**config.mk**
```make
export PLATFORM = sky130hd
export DESIGN_NAME = rom_group_cache_lru_pinned_core
export DESIGN_NICKNAME = d
export VERILOG_FILES = /design/src/design/rgc_pkg.sv /design/src/design/rgc_ctrl.sv /design/src/design/rgc_datapath.sv /design/src/design/rom_group_cache_lru_pinned_core.sv
export SDC_FILE = /design/constraint.sdc
export NUM_CORES = 1
export LEC_CHECK = 0
export ABC_AREA = 1
export BUFFER_PORTS_ARGS = -buffer_cell sky130_fd_sc_hd__clkbuf_2
export CAP_MARGIN = 20
export CORE_MARGIN = 8
export CORE_UTILIZATION = 60
export CTS_BUF_LIST = sky130_fd_sc_hd__clkbuf_2 sky130_fd_sc_hd__clkbuf_4 sky130_fd_sc_hd__clkbuf_8
export CTS_CLUSTER_DIAMETER = 80
export CTS_CLUSTER_SIZE = 20
export DETAILED_ROUTE_END_ITERATION = 7
export PLACE_DENSITY = 0.89
export SLEW_MARGIN = 20
export SYNTH_ARGS = -nofsm -noshare
export SYNTH_HDL_FRONTEND = slang
export SYNTH_SLANG_ARGS = --single-unit
export TNS_END_PERCENT = 5
```
**constraint.sdc**
```tcl
create_clock -name clk -period 6.2 [get_ports clk]
set_input_delay 0.62 -clock clk [delete_from_list [all_inputs] [get_ports clk]]
set_output_delay 0.62 -clock clk [all_outputs]
set_load 0.03 [all_outputs]
```
**src/design/rgc_pkg.sv**
```systemverilog
`default_nettype none

package rgc_pkg;

  // Field widths of the request and result transactions.
  localparam int PAGE_W  = 16;
  localparam int GROUP_W = 14;
  localparam int PIG_W   = 2;
  localparam int IMAGE_W = 24;
  localparam int CLOCK_W = 32;
  localparam int CFG_W   = 24;
  localparam int CFG_IDX_W = 1;

  // Group geometry: pages per group, page size and banked windows in use.
  localparam int PAGES_PER_GROUP = 4;
  localparam int GROUP_SHIFT     = $clog2(PAGES_PER_GROUP);
  localparam int PAGE_SHIFT      = 13;
  localparam int OFFSET_W        = GROUP_W + GROUP_SHIFT + PAGE_SHIFT;
  localparam int INPUT_WINDOWS   = 4;
  localparam int BANK_WINDOWS    = 4;

  // The remainder is produced one dividend bit per cycle.
  localparam int DIV_STEPS = PAGE_W;
  localparam int DIV_CNT_W = $clog2(DIV_STEPS);

  // Configuration register indexes.
  localparam logic [CFG_IDX_W-1:0] CFG_PAGE_COUNT  = 1'd0;
  localparam logic [CFG_IDX_W-1:0] CFG_IMAGE_BYTES = 1'd1;

  // Result status codes.
  localparam logic [1:0] ST_HIT      = 2'd0;
  localparam logic [1:0] ST_FILLED   = 2'd1;
  localparam logic [1:0] ST_NO_PAGES = 2'd2;
  localparam logic [1:0] ST_BEYOND   = 2'd3;

  typedef struct packed {
    logic [PAGE_W-1:0] requested_page;
    logic [PAGE_W-1:0] banked_page_a;
    logic [PAGE_W-1:0] banked_page_b;
    logic [PAGE_W-1:0] banked_page_c;
    logic [PAGE_W-1:0] banked_page_d;
  } in_t;

  typedef struct packed {
    logic [1:0]         status;
    logic [1:0]         slot;
    logic [GROUP_W-1:0] group;
    logic [PIG_W-1:0]   page_in_group;
    logic               evicted_valid;
    logic [GROUP_W-1:0] evicted_group;
    logic               aliased;
  } out_t;

  // Commands from the controller to the datapath.
  typedef struct packed {
    logic load;      // capture a new request and clear the scan trackers
    logic div_step;  // one restoring remainder step
    logic scan;      // examine the slot under the scan index
    logic finish;    // build the result and update the slots
  } cmd_t;

  // Status from the datapath to the controller.
  typedef struct packed {
    logic pc_zero;
    logic scan_last;
  } sts_t;

endpackage

`default_nettype wire

```
**src/design/rgc_ctrl.sv**
```systemverilog
`default_nettype none

module rgc_ctrl (
  input  wire logic          clk,
  input  wire logic          rst_n,
  input  wire logic          in_valid,
  output logic               in_ready,
  output logic               out_valid,
  input  wire logic          out_ready,
  input  wire rgc_pkg::sts_t sts,
  output rgc_pkg::cmd_t      cmd
);

  typedef enum logic [3:0] {
    S_IDLE = 4'b0001,
    S_DIV  = 4'b0010,
    S_SCAN = 4'b0100,
    S_FIN  = 4'b1000
  } state_t;

  state_t state_r, state_nxt;
  logic [rgc_pkg::DIV_CNT_W-1:0] cnt_r, cnt_nxt;
  logic out_valid_r, out_valid_nxt;
  logic out_free;

  assign in_ready  = (state_r == S_IDLE);
  assign out_valid = out_valid_r;
  assign out_free  = !out_valid_r || out_ready;

  // Sequencer: capture, divide, scan the slots, then commit the result; with no pages, commit follows capture.
  always_comb begin
    state_nxt     = state_r;
    cnt_nxt       = cnt_r;
    out_valid_nxt = out_valid_r && !out_ready;
    cmd           = '0;
    case (state_r)
      S_IDLE: begin
        if (in_valid) begin
          cmd.load = 1'b1;
          cnt_nxt  = '0;
          state_nxt = sts.pc_zero ? S_FIN : S_DIV;
        end
      end
      S_DIV: begin
        cmd.div_step = 1'b1;
        cnt_nxt      = cnt_r + 1'b1;
        if (cnt_r == rgc_pkg::DIV_CNT_W'(rgc_pkg::DIV_STEPS - 1)) begin
          state_nxt = S_SCAN;
        end
      end
      S_SCAN: begin
        cmd.scan = 1'b1;
        if (sts.scan_last) begin
          state_nxt = S_FIN;
        end
      end
      S_FIN: begin
        if (out_free) begin
          cmd.finish    = 1'b1;
          out_valid_nxt = 1'b1;
          state_nxt     = S_IDLE;
        end
      end
      default: begin
        state_nxt = S_IDLE;
      end
    endcase
  end

  always_ff @(posedge clk) begin
    if (!rst_n) begin
      state_r     <= S_IDLE;
      cnt_r       <= '0;
      out_valid_r <= 1'b0;
    end else begin
      state_r     <= state_nxt;
      cnt_r       <= cnt_nxt;
      out_valid_r <= out_valid_nxt;
    end
  end

endmodule

`default_nettype wire

```
**src/design/rgc_datapath.sv**
```systemverilog
`default_nettype none

module rgc_datapath #(
  parameter int SLOT_COUNT = 4
) (
  input  wire logic                          clk,
  input  wire logic                          rst_n,
  input  wire logic                          cfg_we,
  input  wire logic [rgc_pkg::CFG_IDX_W-1:0] cfg_index,
  input  wire logic [rgc_pkg::CFG_W-1:0]     cfg_wdata,
  input  wire rgc_pkg::in_t                  in_data,
  input  wire rgc_pkg::cmd_t                 cmd,
  output rgc_pkg::sts_t                      sts,
  output rgc_pkg::out_t                      out_data
);

  localparam int SIDX_W = (SLOT_COUNT > 1) ? $clog2(SLOT_COUNT) : 1;
  localparam int PW     = rgc_pkg::PAGE_W;
  localparam int GW     = rgc_pkg::GROUP_W;
  localparam int CW     = rgc_pkg::CLOCK_W;
  localparam int LOW_W  = rgc_pkg::GROUP_SHIFT + rgc_pkg::PAGE_SHIFT;

  // Configuration registers.
  logic [PW-1:0]                page_count_r;
  logic [rgc_pkg::IMAGE_W-1:0]  image_bytes_r;

  // Request capture and remainder unit.
  logic [PW-1:0] req_r;
  logic [PW-1:0] dvd_r;
  logic [PW-1:0] rem_r;
  logic [GW-1:0] bank_grp_r [rgc_pkg::INPUT_WINDOWS];

  // Slot storage and the use clock.
  logic          valid_r [SLOT_COUNT];
  logic [GW-1:0] tag_r   [SLOT_COUNT];
  logic [CW-1:0] age_r   [SLOT_COUNT];
  logic [CW-1:0] use_clock_r;

  // Scan trackers.
  logic [SIDX_W-1:0] idx_r;
  logic              hit_found_r, empty_found_r, cand_found_r;
  logic [SIDX_W-1:0] hit_slot_r, empty_slot_r, cand_slot_r;
  logic [CW-1:0]     cand_age_r;

  rgc_pkg::out_t out_r, res;

  logic [PW:0]        rem_sh;
  logic [PW-1:0]      rem_step;
  logic [GW-1:0]      grp;
  logic               s_valid, s_hit, s_pinned;
  logic [GW-1:0]      s_tag;
  logic [CW-1:0]      s_age;
  logic [SIDX_W-1:0]  victim, fin_slot;
  logic [SIDX_W+1:0]  slot_wide;
  logic [CW-1:0]      clock_inc;
  logic [rgc_pkg::OFFSET_W-1:0] offset;
  logic               beyond;

  assign sts.pc_zero   = (page_count_r == '0);
  assign sts.scan_last = (idx_r == SIDX_W'(SLOT_COUNT - 1));
  assign out_data      = out_r;

  // Configuration writes.
  always_ff @(posedge clk) begin
    if (!rst_n) begin
      page_count_r  <= '0;
      image_bytes_r <= '0;
    end else if (cfg_we) begin
      case (cfg_index)
        rgc_pkg::CFG_PAGE_COUNT:  page_count_r  <= cfg_wdata[PW-1:0];
        rgc_pkg::CFG_IMAGE_BYTES: image_bytes_r <= cfg_wdata[rgc_pkg::IMAGE_W-1:0];
        default: ;
      endcase
    end
  end

  // One restoring remainder step per cycle, most significant dividend bit first.
  assign rem_sh   = {rem_r, dvd_r[PW-1]};
  assign rem_step = (rem_sh >= {1'b0, page_count_r}) ?
                    PW'(rem_sh - {1'b0, page_count_r}) : rem_sh[PW-1:0];
  assign grp      = rem_r[PW-1:rgc_pkg::GROUP_SHIFT];

  always_ff @(posedge clk) begin
    if (cmd.load) begin
      req_r <= in_data.requested_page;
      dvd_r <= in_data.requested_page;
      rem_r <= '0;
      bank_grp_r[0] <= in_data.banked_page_a[PW-1:rgc_pkg::GROUP_SHIFT];
      bank_grp_r[1] <= in_data.banked_page_b[PW-1:rgc_pkg::GROUP_SHIFT];
      bank_grp_r[2] <= in_data.banked_page_c[PW-1:rgc_pkg::GROUP_SHIFT];
      bank_grp_r[3] <= in_data.banked_page_d[PW-1:rgc_pkg::GROUP_SHIFT];
    end else if (cmd.div_step) begin
      dvd_r <= {dvd_r[PW-2:0], 1'b0};
      rem_r <= rem_step;
    end
  end

  // Slot under the scan index: hit test and pin test against the banked groups.
  always_comb begin
    s_valid  = valid_r[idx_r];
    s_tag    = tag_r[idx_r];
    s_age    = age_r[idx_r];
    s_hit    = s_valid && (s_tag == grp);
    s_pinned = 1'b0;
    for (int w = 0; w < rgc_pkg::INPUT_WINDOWS; w++) begin
      if (w < rgc_pkg::BANK_WINDOWS && bank_grp_r[w] == s_tag) begin
        s_pinned = 1'b1;
      end
    end
  end

  always_ff @(posedge clk) begin
    if (cmd.load) begin
      idx_r         <= '0;
      hit_found_r   <= 1'b0;
      empty_found_r <= 1'b0;
      cand_found_r  <= 1'b0;
    end else if (cmd.scan) begin
      if (!sts.scan_last) begin
        idx_r <= idx_r + 1'b1;
      end
      if (s_hit && !hit_found_r) begin
        hit_found_r <= 1'b1;
        hit_slot_r  <= idx_r;
      end
      if (!s_valid && !empty_found_r) begin
        empty_found_r <= 1'b1;
        empty_slot_r  <= idx_r;
      end
      if (s_valid && !s_pinned && (!cand_found_r || s_age < cand_age_r)) begin
        cand_found_r <= 1'b1;
        cand_slot_r  <= idx_r;
        cand_age_r   <= s_age;
      end
    end
  end

  // Result and slot update for the finished scan.
  assign victim    = empty_found_r ? empty_slot_r : (cand_found_r ? cand_slot_r : '0);
  assign fin_slot  = hit_found_r ? hit_slot_r : victim;
  assign slot_wide = {2'b00, fin_slot};
  assign clock_inc = use_clock_r + 1'b1;
  assign offset    = {grp, LOW_W'(0)};
  assign beyond    = offset >= rgc_pkg::OFFSET_W'(image_bytes_r);

  always_comb begin
    res = '0;
    if (page_count_r == '0) begin
      res.status = rgc_pkg::ST_NO_PAGES;
    end else begin
      res.slot          = slot_wide[1:0];
      res.group         = grp;
      res.page_in_group = rem_r[rgc_pkg::PIG_W-1:0];
      res.aliased       = (req_r != rem_r);
      if (hit_found_r) begin
        res.status = rgc_pkg::ST_HIT;
      end else if (beyond) begin
        res.status = rgc_pkg::ST_BEYOND;
      end else begin
        res.status        = rgc_pkg::ST_FILLED;
        res.evicted_valid = valid_r[victim];
        res.evicted_group = valid_r[victim] ? tag_r[victim] : '0;
      end
    end
  end

  always_ff @(posedge clk) begin
    if (cmd.finish) begin
      out_r <= res;
    end
  end

  // A hit refreshes its age; a fill writes tag, valid and age.
  always_ff @(posedge clk) begin
    if (!rst_n) begin
      use_clock_r <= '0;
      for (int i = 0; i < SLOT_COUNT; i++) begin
        valid_r[i] <= 1'b0;
      end
    end else if (cmd.finish && (page_count_r != '0) && (hit_found_r || !beyond)) begin
      use_clock_r       <= clock_inc;
      age_r[fin_slot]   <= clock_inc;
      valid_r[fin_slot] <= 1'b1;
      tag_r[fin_slot]   <= grp;
    end
  end

endmodule

`default_nettype wire

```
**src/design/rom_group_cache_lru_pinned_core.sv**
```systemverilog
`default_nettype none

// Group cache lookup with least-recently-used replacement and pinning. A request
// transaction carries a program page and the four pages banked into the CPU window;
// the page is reduced modulo page_count, split into a group of four pages and
// looked up in SLOT_COUNT tagged slots, and one result transaction reports hit,
// fill (with the evicted group), no pages, or group beyond image. The block works
// on one request at a time: a bit-serial remainder unit, then a scan of tags,
// pins and ages at one slot per cycle, then a commit that waits for the result
// register to drain. While page_count is zero a request skips the divide and the
// scan. A new request can be taken while the previous result still waits.
// Configuration writes must happen only while the block is idle.
module rom_group_cache_lru_pinned_core #(
  parameter int SLOT_COUNT = 4
) (
  input  wire logic                          clk,
  input  wire logic                          rst_n,
  input  wire logic                          cfg_we,
  input  wire logic [rgc_pkg::CFG_IDX_W-1:0] cfg_index,
  input  wire logic [rgc_pkg::CFG_W-1:0]     cfg_wdata,
  input  wire logic                          in_valid,
  output logic                               in_ready,
  input  wire rgc_pkg::in_t                  in_data,
  output logic                               out_valid,
  input  wire logic                          out_ready,
  output rgc_pkg::out_t                      out_data
);

  rgc_pkg::cmd_t cmd;
  rgc_pkg::sts_t sts;

  // Sequencer.
  rgc_ctrl u_ctrl (
    .clk       (clk),
    .rst_n     (rst_n),
    .in_valid  (in_valid),
    .in_ready  (in_ready),
    .out_valid (out_valid),
    .out_ready (out_ready),
    .sts       (sts),
    .cmd       (cmd)
  );

  // Remainder unit, slot storage and result register.
  rgc_datapath #(
    .SLOT_COUNT (SLOT_COUNT)
  ) u_datapath (
    .clk       (clk),
    .rst_n     (rst_n),
    .cfg_we    (cfg_we),
    .cfg_index (cfg_index),
    .cfg_wdata (cfg_wdata),
    .in_data   (in_data),
    .cmd       (cmd),
    .sts       (sts),
    .out_data  (out_data)
  );

`ifndef NO_ASSERTIONS
  // An accepted transaction keeps the block busy on the next cycle.
  a_busy_after_accept: assert property (@(posedge clk) disable iff (!rst_n)
    in_valid && in_ready |=> !in_ready)
    else $error("block took a request while still busy");

  // The result register is only loaded when it is free or draining.
  a_finish_free: assert property (@(posedge clk) disable iff (!rst_n)
    cmd.finish |-> (!out_valid || out_ready))
    else $error("result overwritten before it was taken");

  // A result appears only after a commit.
  a_valid_from_finish: assert property (@(posedge clk) disable iff (!rst_n)
    $rose(out_valid) |-> $past(cmd.finish))
    else $error("result valid without a commit");

  // Commands are mutually exclusive.
  a_cmd_onehot: assert property (@(posedge clk) disable iff (!rst_n)
    $onehot0({cmd.load, cmd.div_step, cmd.scan, cmd.finish}))
    else $error("more than one datapath command at once");
`endif

endmodule

`default_nettype wire

```
# Yosys cells after proc, flatten, opt, wreduce, memory -nomap -nowiden

Memory sizes are Yosys's and may differ from the RTL's. A register that Yosys moved wholly into a read port is not among the register bits.
Cells that the tools add are included.

Word-level logic and storage cells: 136
Input bits: 110
Memories kept: 4
Register bits: 194
Output and inout port bits: 38
RAM bits: 244

Memories:

| name                  | depth | width | read ports | clocked after Yosys merged registers in | write ports | line               | source |
|---|---|---|---|---|---|---|---|
| u_datapath.age_r      | 4     | 32    | 1          | 1                                       | 1           | rgc_datapath.sv:36 | `logic [CW-1:0] age_r [SLOT_COUNT];` |
| u_datapath.bank_grp_r | 4     | 14    | 4          | 0                                       | 4           | rgc_datapath.sv:31 | `logic [GW-1:0] bank_grp_r [rgc_pkg::INPUT_WINDOWS];` |
| u_datapath.tag_r      | 4     | 14    | 2          | 2                                       | 1           | rgc_datapath.sv:35 | `logic [GW-1:0] tag_r [SLOT_COUNT];` |
| u_datapath.valid_r    | 4     | 1     | 2          | 1                                       | 4           | rgc_datapath.sv:34 | `logic valid_r [SLOT_COUNT];` |

Reduce and logical (&&, ||, !) cells: 38
Equal/unequal tests: 16
Bitwise logic cells: 4
Magnitude comparators: 3
$add $sub $neg: 4
Mux-type cells: 43

Operators by type and width:

| operator                                                        | number |
|---|---|
| 14-bit == test                                                  | 5 |
| 16-bit two-way mux                                              | 3 |
| 32-bit by 1-bit adder with 32-bit output, second input constant | 1 |
| 32-bit < comparator                                             | 1 |
| 29-bit by 24-bit greater-or-equal comparator with 1-bit output  | 1 |
| 2-bit two-way mux                                               | 12 |
| 4-bit two-way mux                                               | 6 |
| 1-bit two-way mux                                               | 20 |
| 17-bit by 16-bit greater-or-equal comparator with 1-bit output  | 1 |
| 16-bit logical NOT                                              | 1 |
| 16-bit != test                                                  | 1 |
| 4-bit case mux with 4 select lines                              | 1 |
| 16-bit nonzero test                                             | 1 |
| 16-bit subtractor                                               | 1 |
| 2-bit AND reduction                                             | 7 |
| 3-bit AND reduction                                             | 3 |
| 4-bit == test, second input constant                            | 2 |
| 1-bit logical AND                                               | 8 |
| 1-bit logical NOT                                               | 8 |
| 4-bit case mux with 2 select lines                              | 1 |
| 4-bit by 1-bit adder with 4-bit output, second input constant   | 1 |
| 4-bit by 1-bit == test with 1-bit output, second input constant | 1 |
| 4-bit by 2-bit == test with 1-bit output, second input constant | 1 |
| 4-bit by 3-bit == test with 1-bit output, second input constant | 1 |
| 12 further kinds                                                | 20 |

# Logic depth before layout (Yosys ltp)

Gate-level depths: netlist of run 1.

Depth after elaboration: 11
Mapped depth: 18
Gate-level depth less buffers: 16

# Cells and area by module

A second synthesis of run 1 with hierarchy kept.

Cells, all modules: 2012
Area, all modules: 20524.7 um^2

By module, submodules not included:

| module       | area an instance (um^2) | cells an instance | times used |
|---|---|---|---|
| rgc_datapath | 20024.2                 | 1931              | 1 |
| rgc_ctrl     | 500.5                   | 81                | 1 |

# Worst setup path after synthesis of run 1

OpenSTA, ideal clock, no wires.

Kind: register to register
Start: register u_datapath.rem_r[3]
End: memory u_datapath.age_r[1][0] (netlist name), enable pin
Data arrival time: 4.815 ns
Buffers on the path: 1
Required time: 5.694 ns
Stages on the path, launching flop included: 12
Setup slack: 0.879 ns
Setup time: 0.506 ns
Cells stage by stage: dfxtp_1 -> ha_1 -> nand2_1 -> inv_1 -> o21ai_0 -> o211ai_1 -> nand2_1 -> nand3_1 -> nand2_2 -> nand3_4 -> buf_2 -> nor3_1

Word-level cells in the longest chain between the ends: 7

Ends and longest elaborated chain:

| what                                                           | line                | source |
|---|---|---|
| start, declared                                                | rgc_datapath.sv:30  | `logic [PW-1:0] rem_r;` |
| start signal, assigned                                         | rgc_datapath.sv:94  | `rem_r <= rem_step;` |
| 29-bit by 24-bit greater-or-equal comparator with 1-bit output | rgc_datapath.sv:144 | `assign beyond = offset >= rgc_pkg::OFFSET_W'(image_bytes_r);` |
| 1-bit logical NOT                                              | rgc_datapath.sv:180 | `end else if (cmd.finish && (page_count_r != '0) && (hit_found_r \|\| !beyond)) begin` |
| 1-bit logical OR                                               | rgc_datapath.sv:180 |  |
| 1-bit logical AND                                              | rgc_datapath.sv:180 |  |
| 1-bit two-way mux                                              | rgc_datapath.sv:180 |  |
| 1-bit two-way mux                                              | rgc_datapath.sv:175 | `if (!rst_n) begin` |
| 1-bit two-way mux (not written as such)                        | rgc_datapath.sv:182 | `age_r[fin_slot] <= clock_inc;` |
| end, declared                                                  | rgc_datapath.sv:36  |  |

Every way passes these cells.

==> results of run 1 <==
[layout by cell type, fill, tap and decap left out, types with 28 or more instances in the layout]
cell type  count
nand2_1      325
o22ai_1       50
nand3_1       90
dfxtp_1      106
xnor2_1       41
edfxtp_1     347
o21ai_0      180
a21oi_1       84
xor2_1        60
ha_1          59
o21bai_1      28
clkbuf_2     139
nor2_1       194
inv_1        165
[through the flow]
| stage | total power (W) | hold WS [ns] | instances | util, % |
|---|---|---|---|---|
| final | 0.007226 | 0.1514 | 2513 | 65.73 |
| after global placement | 0.005686 | 0.4447 | 2461 | 64.01 |
| after CTS | 0.007196 | 0.1365 | 2512 | 65.72 |
| after detailed placement | 0.005789 | 0.4578 | 2462 | 64.06 |
| after floorplan | 0.005286 | 0.4331 | 1927 | - |
| after global routing | 0.007592 | 0.1268 | 2513 | 65.73 |
[state kept, by name (all words and copies together) (netlist names), 2 cells and up, named ones only]
register,flops
u_ctrl.cnt_r,4
u_ctrl.state_r,4
u_datapath.age_r,128
u_datapath.bank_grp_r,56
u_datapath.cand_age_r,32
u_datapath.cand_slot_r,2
u_datapath.dvd_r,16
u_datapath.empty_slot_r,2
u_datapath.hit_slot_r,2
u_datapath.idx_r,2
u_datapath.image_bytes_r,24
u_datapath.out_data,36
u_datapath.page_count_r,16
u_datapath.rem_r,16
u_datapath.req_r,16
u_datapath.tag_r,56
u_datapath.use_clock_r,32
u_datapath.valid_r,4
[synthesized netlist by cell type, drive strengths merged]
cell     instances  share of area [%]
xor2            61                2.7
fa               1              0.099
or2              8               0.25
o21bai          29                1.1
nand3           94                2.5
nand2          340                6.5
o21ai          186                4.6
o2bb2ai          1              0.043
ha              59                3.6
o31ai            1              0.037
a21oi           86                2.1
nor2           202                3.9
inv            173                3.2
and2             3              0.093
dfxtp          107                 11
o2111ai          1              0.043
buf             28               0.75
nor4             8               0.25
o221ai           1              0.043
nor3b            1              0.037
a31oi            2              0.062
a21o             1              0.037
a211oi           3               0.11
nor3            17               0.57
xnor2           41                1.8
o211ai           3               0.11
o21a             1              0.037
nand4           27               0.83
nand3b           6               0.22
o22ai           50                1.5
clkbuf          39               0.73
edfxtp         347                 51
[metal layers]
layer / up-vias / GRT usage, % / share of wire, %
met5: - / 0 / 0
met4: 0 / 9.101 / 3.0
met3: 132 / 4.426 / 9.4
met2: 771 / 41.03 / 50
met1: 7029 / 29.19 / 37
li1: 6861 / - / -
[final timing paths]
| check | from | endpoint | slack (ns) | depth (start not counted) |
|---|---|---|---|---|
| worst max-delay path | flip-flop | u_datapath.cand_age_r[23]$_DFFE_PP_ | 1.79 | 15 |
| worst min-delay path | in_data[7] | u_datapath.bank_grp_r[3][5]$_DFFE_PP_ | 0.15 | 1 |
| worst max register to register | flip-flop | u_datapath.cand_age_r[23]$_DFFE_PP_ | 1.79 | 15 |
| worst min register to register | u_datapath.image_bytes_r[16]$_SDFFE_PN0P_ | u_datapath.image_bytes_r[16]$_SDFFE_PN0P_ | 0.47 | 2 |
[power by group through the flow]
stage	Combinational [W]	Sequential (W)	Clock, W
final	0.00190	0.00387	0.00145
after global routing	0.00214	0.00389	0.00156
after global placement	0.00178	0.00391	0
after floorplan	0.00146	0.00383	0
after CTS	0.00188	0.00386	0.00146
after detailed placement	0.00186	0.00393	0
[cells by family (layout without fill, tap and decap cells)]
group	after synthesis	count (layout)	synth area share [%]
simple gates	706	706	15.19
flops	454	454	62.02
compound gates	365	365	9.902
buf+inv	240	377	4.701
xor+xnor	102	102	4.447
fa+ha+maj	60	60	3.743
other cells	0	1	0
[cell type report]
class,count,share of cell area (%)
Sequential cell,454,57.29
Clock inverter,4,0.1769
Timing Repair Buffer,154,3.720
Inverter,173,2.984
Multi-Input combinational cell,1233,30.92
Tap cell,448,2.556
Antenna cell,1,0.01141
Clock buffer,46,2.345
==> results.json, run 1 <==
{
  "outcome": "complete, no violations",
  "timing.critical_path.max_delay_family": "buffers and inverters",
  "seq_area_frac_synth_pct": 62.02,
  "die_area_sq_um": 39890,
  "final_layout_size_suffix_gt1_share_pct": 12.35,
  "p_int_w": 0.004831,
  "static-leakage-power_nw": 8.597,
  "fin_worst_setup_slack_ns": 1.793,
  "remaining_drc_errors": 0,
  "grt_antenna_before_repair": 1,
  "globalRoute.totalOverflow": 0,
  "nFillCells": 2383,
  "multiInputGateArea_sq_um": 6780,
  "final.min_clock_period_ns": 4.407,
  "clk_path_buf_depth": 3,
  "post_drt_wl_per_cell_um": 19.25,
  "cts.sink_count": 454,
  "final_hold_viol_count": 0,
  "synthCells": 1927,
  "finalMaxSlewViolations": 0,
  "rsz0062_at_grt": "no",
  "cp.arrival_ns": 4.71,
  "fp.dieW_um": 199.7,
  "tritoncts.num_buffers": 27,
  "setup-tns-final_ns": 0,
  "startpoint_type": "flip-flop",
  "worstPathRequired_ns": 6.51,
  "critPathMaxFanout": 61,
  "slowest_delay_ns": 0.66,
  "vias": 14790,
  "row_count": 67,
  "share_clk_of_total_power_pct": 20.1,
  "criticalPathCategory": "flip-flop to flip-flop",
  "synth.cell_area_sq_um": 20260,
  "pwr-share-seq_pct": 53.6,
  "path_cells": "clkinv_2 > buf_4 > o21ai_0 > o22ai_1 > ha_1 > a21oi_1 > o21ai_0 > nand3_1 > nand2_1 > nand2_1 > a21oi_1 > nor2_1 > nand2_1 > a21oi_4 > buf_4",
  "worst_skew_pair.late_latency_ns": 0.64,
  "route.detailed.vias_per_inst": 5.887,
  "worst_max_slew_margin_expressed_relative_to_the_limit_pct": 29.29,
  "finalSetupViolCount": 0,
  "number_of_register_bits_inferred_by_synthesis": 454,
  "synth_fp_nets": 2097,
  "coreArea_sq_um": 33360,
  "wire_length_of_the_first_global_routing_pass_um": 75180,
  "start_util_pct": 60.71,
  "switching_share_of_power_pct": 33.14,
  "cts_max_level": 1,
  "max_freq_mhz": 226.9,
  "layout.cell_area.non_filler_sq_um": 21930,
  "clk_transition_reported_paths_ns": 0.12,
  "max_cap_violations": 0,
  "num-nets-final": 2213,
  "vdd_ir_drop_max_uv": 347.9,
  "timing.final.crit_share_pct": 71.07,
  "place_worst_setup_slack_ns": 1.782,
  "route.antenna.remaining_nets": 0,
  "cts.hold.buffers_added": 0,
  "drt_first_pass_iters": 6,
  "power-per-cell-area_nw_per_um2": 329.5,
  "finalWeightedCongestion": 0.8981,
  "critical_path.endpoint_type": "flip-flop",
  "tritoncts_clock_tree": "built",
  "area_delta_synth_final_pct": 8.265,
  "largest_net_degree_at_the_start_of_global_routing": 94,
  "ios": 148,
  "port_buffers": 139,
  "cts_setup_buffers": 0,
  "count_of_cells_resized_by_post_cts_repair": 0,
  "max_stage_delay_cell_worst_path": "clkinv_2",
  "timing_worst_slew_pin_value_ns": 1.061,
  "chipHeight_um": 199.7,
  "finalClockSkew_ns": 0.04548,
  "first_global_vias": 14910,
  "totalWireLength_um": 48370,
  "gr-usage-all-layers_pct": 23.66,
  "drtIter0Drc": 1647,
  "post_dp_hpwl_um": 32610,
  "postPlaceCellArea_sq_um": 21370,
  "yosysWarningCount": 0,
  "cts_root_buf": "clkbuf_8",
  "hp-class": "primary input to flip-flop",
  "critPathBufInv": 3,
  "p_switching_w": 0.002395,
  "synth_area_per_cell_sq_um": 10.51,
  "power_frac_comb_pct": 26.3,
  "worst_path_most_repeated_cell": "nand2_1",
  "synth.distinct_cells": 52,
  "ff_latch_area_sq_um": 12560
}
Power figures use the tool's default switching activity.
==> inputs of run 2 (changes only) <==
Settings changed: ABC_AREA 1 to 0.
Clock period 6.2 ns to 4.5 ns, I/O delays scaled along.
==> run 2 against run 1 <==
Worst setup slack got worse by 1.3 ns. Hold slack got worse by 0.12 ns. Count of clock-buffer cells in the layout did not move. Flip-flop and latch count did not move. Routed wire length rose by 8.0%. Synthesized area fell by 0.39%. Largest power group unchanged. Critical path type unchanged. Clock power rose by 38%. Clock skew rose by 0.037 ns. Final cell count fell by 12%.
==> results.json, run 2 <==
{
  "synthCells": 1522,
  "port_buffers": 139,
  "commonest_non_fill_non_tap_cells_in_the_layout": "edfxtp_1, nand2_1, clkbuf_2",
  "max_stage_delay_cell_worst_path": "mux4_2",
  "count_of_cells_resized_by_post_cts_repair": 0,
  "timing.critical_path.max_delay_family": "simple AND/OR/NAND/NOR gates",
  "wire_length_of_the_first_global_routing_pass_um": 79200,
  "drt_first_pass_iters": 6,
  "number_of_register_bits_inferred_by_synthesis": 454,
  "hp-class": "primary input to flip-flop",
  "cts_setup_buffers": 0,
  "layout_commonest_cell": "edfxtp_1",
  "synth_cell_count_leaders": "edfxtp_1, nand2_1, dfxtp_1",
  "chipHeight_um": 199.4,
  "drtIter0Drc": 1648,
  "row_count": 67,
  "cts_root_buf": "clkbuf_8",
  "post_drt_wl_per_cell_um": 23.70,
  "synth_area_per_cell_sq_um": 13.26,
  "number_of_enable_flip_flop_cells_after_synthesis": 347,
  "finalPower_w": 0.01105,
  "finalSetupViolCount": 0,
  "worst-r2r-setup-slack_ns": 0.50,
  "largest_reg_flops": 128,
  "largest_registers": "u_datapath.age_r: 128 flops, u_datapath.bank_grp_r: 56 flops, u_datapath.tag_r: 56 flops",
  "cts.hold.buffers_added": 71,
  "layoutNonFillerInstCount": 2205,
  "route.antenna.remaining_nets": 0,
  "coreArea_sq_um": 33360,
  "yosysWarningCount": 0,
  "max_freq_mhz": 250.0,
  "criticalPathCategory": "flip-flop to flip-flop",
  "synth.top_cells.by_area": "edfxtp_1, dfxtp_1, mux4_2",
  "cts.sink_count": 454,
  "synth.cell_area_sq_um": 20180,
  "largest_net_degree_at_the_start_of_global_routing": 73,
  "power-per-cell-area_nw_per_um2": 483.4,
  "timing.final.crit_share_pct": 88.89,
  "post_synth_arst_share_pct": 0,
  "layout.cell_area.non_filler_sq_um": 22860,
  "route.detailed.vias_per_inst": 6.406,
  "max_cap_violations": 0,
  "final_hold_viol_count": 0,
  "post-place-cells": 2085,
  "timing_worst_slew_pin_value_ns": 1.033,
  "fp.dieW_um": 199.4,
  "final.min_clock_period_ns": 4.000,
  "num-nets-final": 1906,
  "remaining_drc_errors": 0,
  "top_register": "u_datapath.age_r",
  "outcome": "complete, no violations",
  "finalMaxSlewViolations": 0,
  "yosys.area.top_type": "edfxtp_1",
  "final_layout_size_suffix_gt1_share_pct": 18.11,
  "finalClockSkew_ns": 0.08282,
  "synth_top_flop_cell": "edfxtp_1",
  "critical_path.endpoint_type": "flip-flop",
  "critPathBufInv": 2,
  "cp.arrival_ns": 4.35,
  "clk_path_buf_depth": 3,
  "synth_fp_nets": 1692,
  "clk_transition_reported_paths_ns": 0.13,
  "cts_max_level": 1,
  "gr-usage-all-layers_pct": 25.87,
  "rsz0062_at_grt": "no",
  "ios": 148,
  "first_global_vias": 14210,
  "postPlaceCellArea_sq_um": 21620,
  "finalWeightedCongestion": 0.9093,
  "start_util_pct": 60.47,
  "worst_skew_pair.late_latency_ns": 0.67,
  "grt_antenna_before_repair": 2,
  "synth.distinct_cells": 65,
  "tritoncts_clock_tree": "built",
  "timing.critical_path.depth": 9,
  "vias": 14130,
  "area_delta_synth_final_pct": 13.28,
  "timing.critical_path.to": "u_datapath.cand_age_r[0]$_DFFE_PP_",
  "worstPathRequired_ns": 4.85,
  "worst_max_slew_margin_expressed_relative_to_the_limit_pct": 30.99,
  "yosys.cell_count.top_type": "edfxtp_1",
  "path_cells": "buf_4 > mux4_2 > xor2_1 > nor4_1 > nand2_1 > or4_1 > nand4_1 > a31oi_4 > buf_12",
  "synth.top_cell.area_share_pct": 51.64,
  "static-leakage-power_nw": 8.289,
  "vdd_ir_drop_max_uv": 775.0,
  "critPathMaxFanout": 34,
  "worst_reg2reg_path_endpoint": "u_datapath.cand_age_r[0]$_DFFE_PP_",
  "tritoncts.num_buffers": 26,
  "seq_area_frac_synth_pct": 62.26,
  "globalRoute.totalOverflow": 0,
  "die_area_sq_um": 39750,
  "r2r.worst_path.cells": 9,
  "post_dp_hpwl_um": 32290,
  "totalWireLength_um": 52250,
  "startpoint_type": "flip-flop",
  "slowest_delay_ns": 0.72
}
[run 2: cell count changes after synthesis, moves of 48 or more]
cell and change:
nor2_1 -156, o21ai_0 -152, nand2_1 -145, inv_1 -98, mux4_2 +59, nand3_1 -59, o22ai_1 -48
[run 2: through the flow]
step	setup WS, ns	TNS, ns	utilization [%]	hold WS, ns
finish	0.5000	0	68.51	0.03459
global route	0.2797	0	68.51	0.01673
CTS	0.5143	0	68.50	0.003452
detailed placement	0.5700	0	64.80	0.4440
global placement	0.6628	0	64.80	0.4418
floorplan	-0.2849	-9.686	-	0.4311
[run 2: where the power goes]
part,switching [W],internal (W),leakage (nW)
Sequential,0.000267,0.00502,4.09
Clock,0.00128,0.000718,0.288
Combinational,0.00251,0.00125,3.91
[run 2: worst min path at each step]
stage	from	slack, ns	cells after the start	end
3_5_place_dp	u_datapath.image_bytes_r[14]$_SDFFE_PN0P_	0.44	2	u_datapath.image_bytes_r[14]$_SDFFE_PN0P_
5_1_grt	in_data[72]	0.02	1	u_datapath.req_r[8]$_DFFE_PP_
2_1_floorplan	u_datapath.image_bytes_r[14]$_SDFFE_PN0P_	0.43	2	u_datapath.image_bytes_r[14]$_SDFFE_PN0P_
6_report	in_data[72]	0.03	1	u_datapath.req_r[8]$_DFFE_PP_
4_1_cts	in_data[72]	0.003	1	u_datapath.req_r[8]$_DFFE_PP_
3_3_place_gp	u_datapath.image_bytes_r[9]$_SDFFE_PN0P_	0.44	2	u_datapath.image_bytes_r[9]$_SDFFE_PN0P_
[run 2: logic make-up (layout without fill, tap and decap cells)]
family	Yosys count	count (layout)	share of synthesized area, %
simple gates	437	437	11.03
buf+inv	138	372	2.598
mux	83	83	7.782
flops	454	454	62.26
other cells	0	1	0
xor+xnor	126	126	5.469
fa+ha+maj	60	60	3.758
compound gates	224	224	7.107
[run 2: layout make-up]
type                            count  area [sq um]
Sequential cell                   454         12570
Tap cell                          448         560.5
Clock buffer                       46         508.0
Multi-Input combinational cell    930          7191
Fill cell                        2144         10510
Timing Repair Buffer              254          1749
Antenna cell                        1         2.502
Clock inverter                      2         15.01
Inverter                           70         264.0
[run 2: worst reg2reg max path, stage by stage (launching register included)]
cell     delay, ns
dfxtp_4       0.63
buf_4         0.57
mux4_2        0.73
xor2_1        0.19
nor4_1        0.38
nand2_1       0.12
or4_1         0.53
nand4_1       0.31
a31oi_4       0.07
buf_12        0.21
[run 2: per-layer routing]
metal | vias up | track usage, % | part of all wire, %
met5 | - | 0 | 0.029
met4 | 2 | 12.75 | 5.5
met3 | 215 | 3.621 | 9.3
met2 | 945 | 45.16 | 50
met1 | 6833 | 31.31 | 35
li1 | 6131 | - | -
==> inputs of run 3 (changes only) <==
Clock period 4.5 ns to 4.62 ns, I/O delays scaled along.
==> run 3 against run 2 <==
Via count fell by 0.85%. Register-to-register slack better by 0.07 ns. Cell area down 0.26%. Final cell count decreased by 0.32%. Count of clock-buffer cells in the layout unchanged. Critical path depth grew 3. Clock skew decreased by 0.015 ns.
==> results.json, run 3 (synthesized netlist as in run 2, its figures left out) <==
{
  "globalRoute.totalOverflow": 0,
  "grt_antenna_before_repair": 1,
  "start_util_pct": 60.47,
  "fp.dieW_um": 199.4,
  "timing_worst_slew_pin_value_ns": 0.8893,
  "layout_commonest_cell": "edfxtp_1",
  "hp-start": "in_data[74]",
  "final_hold_viol_count": 0,
  "worst_skew_pair.late_latency_ns": 0.66,
  "critPathMaxFanout": 29,
  "finalWeightedCongestion": 0.8954,
  "cts_root_buf": "clkbuf_8",
  "final_core_util_pct": 68.33,
  "worst_max_slew_margin_expressed_relative_to_the_limit_pct": 39.18,
  "tritoncts_clock_tree": "built",
  "coreArea_sq_um": 33360,
  "rsz0062_at_grt": "no",
  "post-place-cells": 2085,
  "remaining_drc_errors": 0,
  "vias": 14010,
  "timing.final.crit_share_pct": 87.61,
  "postPlaceCellArea_sq_um": 21620,
  "finalClockSkew_ns": 0.06826,
  "gr-usage-all-layers_pct": 25.69,
  "layout.cell_area.non_filler_sq_um": 22800,
  "post_dp_hpwl_um": 32630,
  "row_count": 67,
  "chipHeight_um": 199.4,
  "timing.critical_path.max_delay_family": "compound AO/OA/AOI/OAI gates",
  "final.min_clock_period_ns": 4.048,
  "tritoncts.num_buffers": 26,
  "die_area_sq_um": 39750,
  "route.detailed.vias_per_inst": 6.372,
  "post_drt_wl_per_cell_um": 23.37,
  "path_cells": "buf_4 > mux4_2 > ha_1 > o21ai_0 > o21bai_1 > a211oi_1 > o21ai_0 > a2111oi_0 > buf_4 > o21ai_0 > a31oi_4 > buf_12",
  "cts.sink_count": 454,
  "largest_registers": "u_datapath.age_r: 128 flops, u_datapath.bank_grp_r: 56 flops, u_datapath.tag_r: 56 flops",
  "cts_max_level": 1,
  "vdd_ir_drop_max_uv": 1086,
  "worst_path_most_repeated_cell": "o21ai_0",
  "cts_setup_buffers": 0,
  "num-nets-final": 1899,
  "commonest_non_fill_non_tap_cells_in_the_layout": "edfxtp_1, nand2_1, clkbuf_2",
  "max_freq_mhz": 247.1,
  "startpoint_type": "flip-flop",
  "wire_length_of_the_first_global_routing_pass_um": 79100,
  "first_global_vias": 14460,
  "criticalPathCategory": "flip-flop to flip-flop",
  "cp.arrival_ns": 4.36,
  "top_register": "u_datapath.age_r",
  "finalSetupViolCount": 0,
  "drtIter0Drc": 1615,
  "slowest_delay_ns": 0.58,
  "ios": 148,
  "max_cap_violations": 0,
  "totalWireLength_um": 51370,
  "max_stage_delay_cell_worst_path": "dfxtp_4",
  "port_buffers": 139,
  "outcome": "complete, no violations",
  "critPathBufInv": 3,
  "final_layout_size_suffix_gt1_share_pct": 18.24,
  "static-leakage-power_nw": 8.264,
  "area_delta_synth_final_pct": 12.99,
  "largest_reg_flops": 128,
  "critical_path.endpoint_type": "flip-flop",
  "drt_first_pass_iters": 6,
  "clk_path_buf_depth": 3,
  "nFillCells": 2224,
  "layoutNonFillerInstCount": 2198,
  "largest_net_degree_at_the_start_of_global_routing": 91,
  "whs_ns": 0.03123,
  "route.antenna.remaining_nets": 0,
  "worstPathRequired_ns": 4.93,
  "hp-class": "primary input to flip-flop",
  "setup-tns-final_ns": 0,
  "count_of_cells_resized_by_post_cts_repair": 0,
  "clk_transition_reported_paths_ns": 0.13,
  "power-per-cell-area_nw_per_um2": 467.5,
  "finalMaxSlewViolations": 0
}
==> run 3: cell count changes in the layout (fill, tap and decap cells not counted) <==
cell           change
buf_6              +1
clkbuf_8           +1
clkbuf_4           -1
nor2b_2            +1
clkinv_2           +1
inv_4              -1
dlygate4sd3_1      -7
nor2b_1            -1
buf_4              -1
==> run 3: per-layer routing <==
| metal | GRT usage, % | wire length [um] | vias up |
|---|---|---|---|
| met3 | 4.513 | 4523 | 213 |
| li1 | - | - | 6118 |
| met5 | 0 | 0 | - |
| met4 | 14.03 | 2829 | 0 |
| met2 | 44.34 | 25690 | 880 |
| met1 | 30.37 | 18330 | 6795 |
==> run 3: metrics by stage <==
stage / power (W) / worst slack, ns
6_report: 0.01066 / 0.5724
5_1_grt: 0.01109 / 0.2232
4_1_cts: 0.01046 / 0.5260
3_5_place_dp: 0.008575 / 0.5975
3_3_place_gp: 0.008396 / 0.7369
2_1_floorplan: 0.007590 / -0.1649
==> run 3: worst paths after layout <==
check | endpoint | slack, ns | cells after the start
worst max-delay path | u_datapath.cand_age_r[4]$_DFFE_PP_ | 0.57 | 12
worst min-delay path | u_datapath.req_r[10]$_DFFE_PP_ | 0.03 | 1
worst max register to register | u_datapath.cand_age_r[4]$_DFFE_PP_ | 0.57 | 12
worst min register to register | u_datapath.image_bytes_r[14]$_SDFFE_PN0P_ | 0.46 | 2
==> run 3: cell type report <==
| type | count | area (sq um) | area share (%) |
|---|---|---|---|
| multi-input cells | 930 | 7193 | 31.55 |
| clock inverters | 2 | 13.76 | 0.06037 |
| flip-flops and latches | 454 | 12570 | 55.12 |
| well taps | 448 | 560.5 | 2.459 |
| inverters | 70 | 264.0 | 1.158 |
| diodes | 1 | 2.502 | 0.01098 |
| repair buffers | 247 | 1683 | 7.382 |
| clock buffers | 46 | 514.2 | 2.256 |
==> run 3: power by group <==
| group | internal [W] | switching (W) | leakage (nW) |
|---|---|---|---|
| Combinational | 0.00119 | 0.00231 | 3.88 |
| Clock | 0.000707 | 0.00125 | 0.290 |
| Sequential | 0.00489 | 0.000310 | 4.09 |
==> run 3: repair_timing <==
item	CTS	global route
hold buffers	62	2
endpoints found under the setup margin	0	0
endpoints found under the hold margin	62	2
==> run 3: worst reg2reg max path, cell delays in order (launching register included) <==
cell	delay, ns
dfxtp_4	0.58
buf_4	0.24
mux4_2	0.54
ha_1	0.33
o21ai_0	0.18
o21bai_1	0.10
a211oi_1	0.24
o21ai_0	0.19
a2111oi_0	0.41
buf_4	0.19
o21ai_0	0.18
a31oi_4	0.27
buf_12	0.23
